File: src/hdl/rau_pkg.sv
package rau_pkg;

  localparam int OPERAND_WIDTH = 16;
  localparam int PROD_W = 2 * OPERAND_WIDTH;
  localparam int RAW_W = 2 * OPERAND_WIDTH + 1;
  localparam int MAG_W = 2 * OPERAND_WIDTH;
  localparam int OUT_W = 33;
  localparam int CNT_W = $clog2(MAG_W);
  localparam int QDEPTH = 2;
  localparam int QPTR_W = $clog2(QDEPTH);
  localparam int QCNT_W = $clog2(QDEPTH + 1);

  localparam logic [1:0] ACT_ADD = 2'd0;
  localparam logic [1:0] ACT_SUB = 2'd1;
  localparam logic [1:0] ACT_MUL = 2'd2;
  localparam logic [1:0] ACT_DIV = 2'd3;

  typedef logic signed [OPERAND_WIDTH-1:0] operand_t;
  typedef logic signed [PROD_W-1:0] prod_t;

  typedef struct packed {
    logic signed [RAW_W-1:0] rn;
    logic signed [RAW_W-1:0] rd;
  } raw_t;

endpackage

File: src/hdl/rau_if.sv
interface rau_in_if;
  import rau_pkg::*;
  logic valid;
  logic ready;
  logic [1:0] action;
  operand_t a_num;
  operand_t a_den;
  operand_t b_num;
  operand_t b_den;
  modport source(output valid, action, a_num, a_den, b_num, b_den, input ready);
  modport sink(input valid, action, a_num, a_den, b_num, b_den, output ready);
endinterface

interface rau_out_if;
  import rau_pkg::*;
  logic valid;
  logic ready;
  logic signed [OUT_W-1:0] res_num;
  logic signed [OUT_W-1:0] res_den;
  logic error;
  modport source(output valid, res_num, res_den, error, input ready);
  modport sink(input valid, res_num, res_den, error, output ready);
endinterface

File: src/hdl/rau_front.sv
module rau_front (
  input  logic          clk,
  input  logic          rst_n,
  rau_in_if.sink        in_req,
  output logic          push_valid,
  input  logic          push_ready,
  output rau_pkg::raw_t push_data
);
  import rau_pkg::*;

  logic vld_r, vld_nxt;
  logic sub_r;
  prod_t p1_r, p2_r, p3_r;
  operand_t m1a, m1b, m3b;
  logic accept;

  assign in_req.ready = !vld_r || push_ready;
  assign accept = in_req.valid && in_req.ready;

  always_comb begin
    m1a = in_req.a_num;
    m1b = (in_req.action == ACT_MUL) ? in_req.b_num : in_req.b_den;
    m3b = (in_req.action == ACT_DIV) ? in_req.b_num : in_req.b_den;
    vld_nxt = vld_r;
    if (accept) begin
      vld_nxt = 1'b1;
    end else if (push_ready) begin
      vld_nxt = 1'b0;
    end
  end

  always_ff @(posedge clk) begin
    if (!rst_n) begin
      vld_r <= 1'b0;
    end else begin
      vld_r <= vld_nxt;
    end
  end

  always_ff @(posedge clk) begin
    if (accept) begin
      p1_r <= prod_t'(m1a) * prod_t'(m1b);
      p2_r <= (in_req.action == ACT_ADD || in_req.action == ACT_SUB) ?
              prod_t'(in_req.b_num) * prod_t'(in_req.a_den) : '0;
      p3_r <= prod_t'(in_req.a_den) * prod_t'(m3b);
      sub_r <= (in_req.action == ACT_SUB);
    end
  end

  always_comb begin
    push_valid = vld_r;
    push_data.rn = sub_r ? (RAW_W'(p1_r) - RAW_W'(p2_r)) : (RAW_W'(p1_r) + RAW_W'(p2_r));
    push_data.rd = RAW_W'(p3_r);
  end

endmodule

File: src/hdl/rau_queue.sv
module rau_queue (
  input  logic          clk,
  input  logic          rst_n,
  input  logic          push_valid,
  output logic          push_ready,
  input  rau_pkg::raw_t push_data,
  output logic          pop_valid,
  input  logic          pop_ready,
  output rau_pkg::raw_t pop_data
);
  import rau_pkg::*;

  raw_t mem_r [QDEPTH];
  logic [QPTR_W-1:0] wr_ptr_r, rd_ptr_r;
  logic [QCNT_W-1:0] cnt_r;
  logic do_push, do_pop;

  assign push_ready = (cnt_r != QCNT_W'(QDEPTH));
  assign pop_valid = (cnt_r != '0);
  assign pop_data = mem_r[rd_ptr_r];
  assign do_push = push_valid && push_ready;
  assign do_pop = pop_valid && pop_ready;

  always_ff @(posedge clk) begin
    if (!rst_n) begin
      wr_ptr_r <= '0;
      rd_ptr_r <= '0;
      cnt_r <= '0;
    end else begin
      if (do_push) begin
        wr_ptr_r <= (wr_ptr_r == QPTR_W'(QDEPTH - 1)) ? '0 : wr_ptr_r + 1'b1;
      end
      if (do_pop) begin
        rd_ptr_r <= (rd_ptr_r == QPTR_W'(QDEPTH - 1)) ? '0 : rd_ptr_r + 1'b1;
      end
      cnt_r <= cnt_r + QCNT_W'(do_push) - QCNT_W'(do_pop);
    end
  end

  always_ff @(posedge clk) begin
    if (do_push) begin
      mem_r[wr_ptr_r] <= push_data;
    end
  end

  a_cnt_bound: assert property (@(posedge clk) disable iff (!rst_n)
    cnt_r <= QCNT_W'(QDEPTH)) else $error("queue count beyond depth");

endmodule

File: src/hdl/rau_back.sv
module rau_back (
  input  logic          clk,
  input  logic          rst_n,
  input  logic          pop_valid,
  output logic          pop_ready,
  input  rau_pkg::raw_t pop_data,
  rau_out_if.source     out_res
);
  import rau_pkg::*;

  localparam logic [2:0] ST_IDLE = 3'd0;
  localparam logic [2:0] ST_EUC  = 3'd1;
  localparam logic [2:0] ST_REM  = 3'd2;
  localparam logic [2:0] ST_DIVN = 3'd3;
  localparam logic [2:0] ST_DIVD = 3'd4;
  localparam logic [2:0] ST_OUT  = 3'd5;

  logic [2:0] state_r, state_nxt;
  logic out_valid_r, out_valid_nxt;
  logic [MAG_W-1:0] xm_r, ym_r, nm_r, dm_r, qn_r, q_r, rem_r, dv_r;
  logic xs_r, ys_r, ns_r, ds_r, err_r;
  logic [CNT_W-1:0] cnt_r;
  logic signed [OUT_W-1:0] res_num_r, res_den_r;
  logic [MAG_W:0] trial;
  logic ge;
  logic [MAG_W-1:0] rem_step, q_step;
  logic [OUT_W-1:0] qn_ext, qd_ext;

  assign pop_ready = (state_r == ST_IDLE);
  assign out_res.valid = out_valid_r;
  assign out_res.res_num = res_num_r;
  assign out_res.res_den = res_den_r;
  assign out_res.error = err_r;

  always_comb begin
    trial = {rem_r, q_r[MAG_W-1]};
    ge = (trial >= {1'b0, dv_r});
    rem_step = ge ? MAG_W'(trial - {1'b0, dv_r}) : MAG_W'(trial);
    q_step = {q_r[MAG_W-2:0], ge};
    qn_ext = OUT_W'(qn_r);
    qd_ext = OUT_W'(q_step);
  end

  always_comb begin
    state_nxt = state_r;
    out_valid_nxt = out_valid_r;
    unique case (state_r)
      ST_IDLE: if (pop_valid) state_nxt = ST_EUC;
      ST_EUC: begin
        if (ym_r != '0) begin
          state_nxt = ST_REM;
        end else if (xm_r != '0) begin
          state_nxt = ST_DIVN;
        end else begin
          state_nxt = ST_OUT;
          out_valid_nxt = 1'b1;
        end
      end
      ST_REM: if (cnt_r == '0) state_nxt = ST_EUC;
      ST_DIVN: if (cnt_r == '0) state_nxt = ST_DIVD;
      ST_DIVD: begin
        if (cnt_r == '0) begin
          state_nxt = ST_OUT;
          out_valid_nxt = 1'b1;
        end
      end
      ST_OUT: begin
        if (out_res.ready) begin
          state_nxt = ST_IDLE;
          out_valid_nxt = 1'b0;
        end
      end
      default: state_nxt = ST_IDLE;
    endcase
  end

  always_ff @(posedge clk) begin
    if (!rst_n) begin
      state_r <= ST_IDLE;
      out_valid_r <= 1'b0;
    end else begin
      state_r <= state_nxt;
      out_valid_r <= out_valid_nxt;
    end
  end

  always_ff @(posedge clk) begin
    case (state_r)
      ST_IDLE: begin
        if (pop_valid) begin
          ns_r <= pop_data.rn[RAW_W-1];
          ds_r <= pop_data.rd[RAW_W-1];
          nm_r <= MAG_W'(pop_data.rn[RAW_W-1] ? -pop_data.rn : pop_data.rn);
          dm_r <= MAG_W'(pop_data.rd[RAW_W-1] ? -pop_data.rd : pop_data.rd);
          xs_r <= pop_data.rn[RAW_W-1];
          ys_r <= pop_data.rd[RAW_W-1];
          xm_r <= MAG_W'(pop_data.rn[RAW_W-1] ? -pop_data.rn : pop_data.rn);
          ym_r <= MAG_W'(pop_data.rd[RAW_W-1] ? -pop_data.rd : pop_data.rd);
        end
      end
      ST_EUC: begin
        rem_r <= '0;
        cnt_r <= CNT_W'(MAG_W - 1);
        if (ym_r != '0) begin
          q_r <= xm_r;
          dv_r <= ym_r;
        end else begin
          q_r <= nm_r;
          dv_r <= xm_r;
          res_num_r <= '0;
          res_den_r <= '0;
          err_r <= (xm_r == '0);
        end
      end
      ST_REM: begin
        rem_r <= rem_step;
        q_r <= q_step;
        cnt_r <= cnt_r - 1'b1;
        if (cnt_r == '0) begin
          xm_r <= ym_r;
          xs_r <= ys_r;
          ym_r <= rem_step;
          ys_r <= xs_r;
        end
      end
      ST_DIVN: begin
        if (cnt_r == '0) begin
          qn_r <= q_step;
          q_r <= dm_r;
          rem_r <= '0;
          cnt_r <= CNT_W'(MAG_W - 1);
        end else begin
          rem_r <= rem_step;
          q_r <= q_step;
          cnt_r <= cnt_r - 1'b1;
        end
      end
      ST_DIVD: begin
        rem_r <= rem_step;
        q_r <= q_step;
        cnt_r <= cnt_r - 1'b1;
        if (cnt_r == '0) begin
          res_num_r <= (ns_r ^ xs_r) ? -qn_ext : qn_ext;
          res_den_r <= (ds_r ^ xs_r) ? -qd_ext : qd_ext;
          err_r <= 1'b0;
        end
      end
      default: begin
      end
    endcase
  end

  a_err_zero: assert property (@(posedge clk) disable iff (!rst_n)
    (out_valid_r && err_r) |-> (res_num_r == '0 && res_den_r == '0))
    else $error("error result carries nonzero values");

  a_rem_divisor: assert property (@(posedge clk) disable iff (!rst_n)
    (state_r == ST_REM || state_r == ST_DIVN || state_r == ST_DIVD) |-> (dv_r != '0))
    else $error("division started with zero divisor");

  a_valid_out: assert property (@(posedge clk) disable iff (!rst_n)
    out_valid_r |-> (state_r == ST_OUT)) else $error("result shown outside output state");

endmodule

File: src/hdl/rational_arithmetic_unit.sv
// An item passes the front register and the queue, then Euclid remainder steps
// (each one bit-serial division plus a check), then a final check and the two
// exact bit-serial divisions; a raw zero over zero ends after the check.
// One item is reduced at a time; throughput is set by the shared bit-serial divider.
// Reset is synchronous and active low; it empties the queue and clears all valid flags.
module rational_arithmetic_unit (
  input  logic   clk,
  input  logic   rst_n,
  rau_in_if.sink in_req,
  rau_out_if.source out_res
);
  import rau_pkg::*;

  logic push_valid, push_ready, pop_valid, pop_ready;
  raw_t push_data, pop_data;

  rau_front u_front (
    .clk(clk), .rst_n(rst_n), .in_req(in_req),
    .push_valid(push_valid), .push_ready(push_ready), .push_data(push_data)
  );

  rau_queue u_queue (
    .clk(clk), .rst_n(rst_n),
    .push_valid(push_valid), .push_ready(push_ready), .push_data(push_data),
    .pop_valid(pop_valid), .pop_ready(pop_ready), .pop_data(pop_data)
  );

  rau_back u_back (
    .clk(clk), .rst_n(rst_n),
    .pop_valid(pop_valid), .pop_ready(pop_ready), .pop_data(pop_data),
    .out_res(out_res)
  );

endmodule
File: src/flat_wrapper.sv
// flat-port wrapper written by rule: the top's interface ports become plain ports
module rational_arithmetic_unit_flat import rau_pkg::*;
  (clk, rst_n, in_req_valid, in_req_action, in_req_a_num, in_req_a_den, in_req_b_num, in_req_b_den, in_req_ready, out_res_valid, out_res_res_num, out_res_res_den, out_res_error, out_res_ready);
  rau_in_if in_req_i ();
  rau_out_if out_res_i ();
  input  logic clk;
  input  logic rst_n;
  input wire logic [$bits(in_req_i.valid)-1:0] in_req_valid;
  input wire logic [$bits(in_req_i.action)-1:0] in_req_action;
  input wire logic [$bits(in_req_i.a_num)-1:0] in_req_a_num;
  input wire logic [$bits(in_req_i.a_den)-1:0] in_req_a_den;
  input wire logic [$bits(in_req_i.b_num)-1:0] in_req_b_num;
  input wire logic [$bits(in_req_i.b_den)-1:0] in_req_b_den;
  output wire logic [$bits(in_req_i.ready)-1:0] in_req_ready;
  output wire logic [$bits(out_res_i.valid)-1:0] out_res_valid;
  output wire logic [$bits(out_res_i.res_num)-1:0] out_res_res_num;
  output wire logic [$bits(out_res_i.res_den)-1:0] out_res_res_den;
  output wire logic [$bits(out_res_i.error)-1:0] out_res_error;
  input wire logic [$bits(out_res_i.ready)-1:0] out_res_ready;
  assign in_req_i.valid = in_req_valid;
  assign in_req_i.action = in_req_action;
  assign in_req_i.a_num = in_req_a_num;
  assign in_req_i.a_den = in_req_a_den;
  assign in_req_i.b_num = in_req_b_num;
  assign in_req_i.b_den = in_req_b_den;
  assign in_req_ready = in_req_i.ready;
  assign out_res_valid = out_res_i.valid;
  assign out_res_res_num = out_res_i.res_num;
  assign out_res_res_den = out_res_i.res_den;
  assign out_res_error = out_res_i.error;
  assign out_res_i.ready = out_res_ready;
  rational_arithmetic_unit u_core (.clk(clk), .rst_n(rst_n), .in_req(in_req_i), .out_res(out_res_i));
endmodule
File: config.mk
export PLATFORM = sky130hd
export DESIGN_NAME = rational_arithmetic_unit_flat
export DESIGN_NICKNAME = d
export VERILOG_FILES = /design/src/hdl/rau_pkg.sv /design/src/hdl/rau_if.sv /design/src/hdl/rau_front.sv /design/src/hdl/rau_queue.sv /design/src/hdl/rau_back.sv /design/src/hdl/rational_arithmetic_unit.sv /design/src/flat_wrapper.sv
export SDC_FILE = /design/constraint.sdc
export NUM_CORES = 2
export LEC_CHECK = 0
export BUFFER_PORTS_ARGS = -buffer_cell sky130_fd_sc_hd__buf_2
export CELL_PAD_IN_SITES_DETAIL_PLACEMENT = 1
export CELL_PAD_IN_SITES_GLOBAL_PLACEMENT = 2
export CORE_MARGIN = 4
export CORE_UTILIZATION = 29
export CTS_CLUSTER_SIZE = 10
export DETAILED_ROUTE_END_ITERATION = 16
export PLACE_DENSITY_LB_ADDON = 0.1
export SYNTH_ARGS = -nofsm -noshare
export SYNTH_HDL_FRONTEND = slang
export SYNTH_SLANG_ARGS = --single-unit
File: constraint.sdc
create_clock -name clk -period 10.1 [get_ports clk]
set_input_delay 2.02 -clock clk [delete_from_list [all_inputs] [get_ports clk]]
set_output_delay 2.02 -clock clk [all_outputs]
set_load 0.02 [all_outputs]
==> flow_summary.toml <==
[yosys]
syn_area_sq_mm = 0.0581
ys_ff_latch = 569
synth-async-reset-ratio_pct = 0
synth_flop_cell = "edfxtp_1"
synthAdderAreaFrac_pct = 34.0
muxShareOfSynthArea_pct = 2.68
synth_compound_area_share_pct = 8.34
yosysSeqAreaShare_pct = 29.2
synth-xor-area-share_pct = 4.58
synth-simple-area-share_pct = 13.4
synthDistinctLibCells = 98
synth_top_family_by_area = "adder cells"
syn_inst = 5649
ys_warn_count = 0
synth_edf_count = 559
syn_nets = 6825
syn_avg_cell_area_sq_um = 10.3

[placed_design]
place.gp.congestion = 0.784
portBuffers = 138
hpwl_um = 148000
dp.cells = 8304

[detailed_routing]
drt_iter0_markers = 1728
antenna_left = 0
vias_per_cell = 4.68
drc = 0
finalWirelength_um = 184000
routedWlPerCell_um = 21.9
firstDrtPassIters = 5
num_vias = 39400

[setup_path]
slowest_delay_ns = 0.58
reg2reg_slack_ns = 3.98
reg2regPathDepth = 18
cp-startpoint = "in_req_action[0]"
arrival_ns = 9.06
path_common_cell = "fa_1"
worstSetupPathType = "input port to flip-flop"
required_ns = 10.47
crit_path_end_kind = "flip-flop"
slowest_stage = "mux2_2"
r2r-start = "u_core.u_back.rem_r[0]"
setup.worst_path.start_class = "input port"
worstSetupEndpoint = "u_core.u_front.p1_r[31]"
r2r_end = "u_core.u_back.out_res.res_den[16]"
path_max_fanout = 16

[timing]
min_period_over_period_pct = 86.0
final_hold_viol_count = 0
finalSetupViolCount = 0
rsz0062_at_grt = "false"
finalCriticalPeriod_ns = 8.69
finClkSkew_ns = 0.0282
final_max_slew_viol_count = 0
fmax_ghz = 0.115
tightest_slew_ns = 1.19
relSlewSlack_pct = 20.7
finalSetupTns_ns = 0

[finish]
top_register = "u_core.u_queue.mem_r"
layout.cells.most_common_list = "978 x inv_1, 788 x fa_1, 559 x edfxtp_1"
largest_reg_flops = 130
fin_cells = 8426
fillers = 22400
syn_to_final_growth_pct = 10.5
nNetsFinal = 6902
drive_gt1_share_pct = 7.86
layout_commonest_cell = "inv_1"

[grt]
antenna_found_initial = 4
grt_pass1_vias = 43800
grt_overflow = 0
grt_max_degree = 69
grt_pass1_wl_um = 284000
grt_use_total_pct = 17.8

[floorplanning]
rows = 164
core_area_sq_mm = 0.200
die_y_um = 456
die-width_um = 456
pin_count = 139
start_util_pct = 29.1
dieArea_sq_mm = 0.208

[clocking]
cts_root_buffer = "clkbuf_16"
cts_buffers = 75
cts_resized = 0
holdBufCountCts = 0
clk_path_buf_depth = 3
clk_latency_ns = 0.65
cts_tree = "built"
cts.sinks = 569
cts_htree_levels = 3
post_cts_buffers = 0
path_clk_slew_ns = 0.05

[flow_run]
maxCapViolations = 0

[min_path]
min_path_type = "flip-flop to flip-flop"

[run_status]
status = "finished clean"
[final cells by class]
cell class / count / area, sq um / share of cell area [%]
multi-input cells: 3886 / 36700 / 57.2
well taps: 2656 / 3320 / 5.17
clock inverters: 28 / 275 / 0.428
repair buffers: 213 / 1260 / 1.96
inverters: 981 / 3680 / 5.73
diodes: 3 / 7.51 / 0.0117
clock buffers: 90 / 1960 / 3.06
flip-flops and latches: 569 / 17000 / 26.4
[critical path: cells and delay by family]
family / cells / cell delay [ns]
and+or+nand+nor: 3 / 0.87
buffers and inverters: 6 / 0.75
xor gates and xnor gates: 1 / 0.12
adders and majority gates: 7 / 3.42
muxes: 1 / 0.58
AOI/OAI and AO/OA: 7 / 1.26
[layer usage]
metal | vias up | track usage, % | wire length, um
li1 | 18400 | - | -
met4 | 0 | 2.95 | 2460
met3 | 105 | 1.46 | 3940
met5 | - | 0 | 0
met2 | 407 | 30.5 | 90100
met1 | 20500 | 24.8 | 87900
[through the flow]
stage | utilization, % | cell area [sq um] | setup WS (ns) | hold slack [ns]
after floorplan | - | 58100 | 1.07 | 0.421
after global placement | 31.0 | 62000 | 0.748 | 0.427
after detailed placement | 31.0 | 62000 | 0.694 | 0.435
after CTS | 32.2 | 64200 | 1.36 | 0.420
after global routing | 32.2 | 64200 | 1.05 | 0.426
final | 32.2 | 64200 | 1.41 | 0.427
[kinds of logic (layout without fill, tap and decap cells)]
kind of cell / after synthesis / after routing
buf+inv: 1194 / 1312
fa+ha+maj: 1106 / 1106
other cells: 0 / 3
flops: 569 / 569
simple gates: 1572 / 1572
compound gates: 754 / 754
mux: 150 / 150
xor+xnor: 304 / 304
[Yosys cell counts (75+ instances only)]
cell      number  area [sq um]
o21ai_0      158           791
clkbuf_1     178           668
xor2_1        84           736
ha_1         318          3980
a21oi_1      225          1130
edfxtp_1     559         16800
and2_1       219          1370
inv_1        979          3670
fa_1         788         15800
mux2i_1      105          1050
nor2b_1      166          1040
a21o_1        75           563
nor2_1       291          1090
xnor2_1      220          1930
nand2_1      546          2050
[worst min-delay path by stage]
stage | startpoint | end | slack [ns] | cells past startpoint
after floorplan | u_core.u_front.p3_r[0] | u_core.u_queue.mem_r[0][0] | 0.42 | 0
after global placement | u_core.u_front.p3_r[1] | u_core.u_queue.mem_r[0][1] | 0.43 | 0
after detailed placement | u_core.u_front.p3_r[30] | u_core.u_queue.mem_r[1][30] | 0.44 | 0
after CTS | u_core.u_front.p3_r[30] | u_core.u_queue.mem_r[1][30] | 0.42 | 0
after global routing | u_core.u_front.p3_r[30] | u_core.u_queue.mem_r[1][30] | 0.43 | 0
final | u_core.u_front.p3_r[30] | u_core.u_queue.mem_r[1][30] | 0.43 | 0
Power is left out: the tool's default activity adds up to more than one toggle a clock period on the data nets, which glitch-free logic cannot reach.
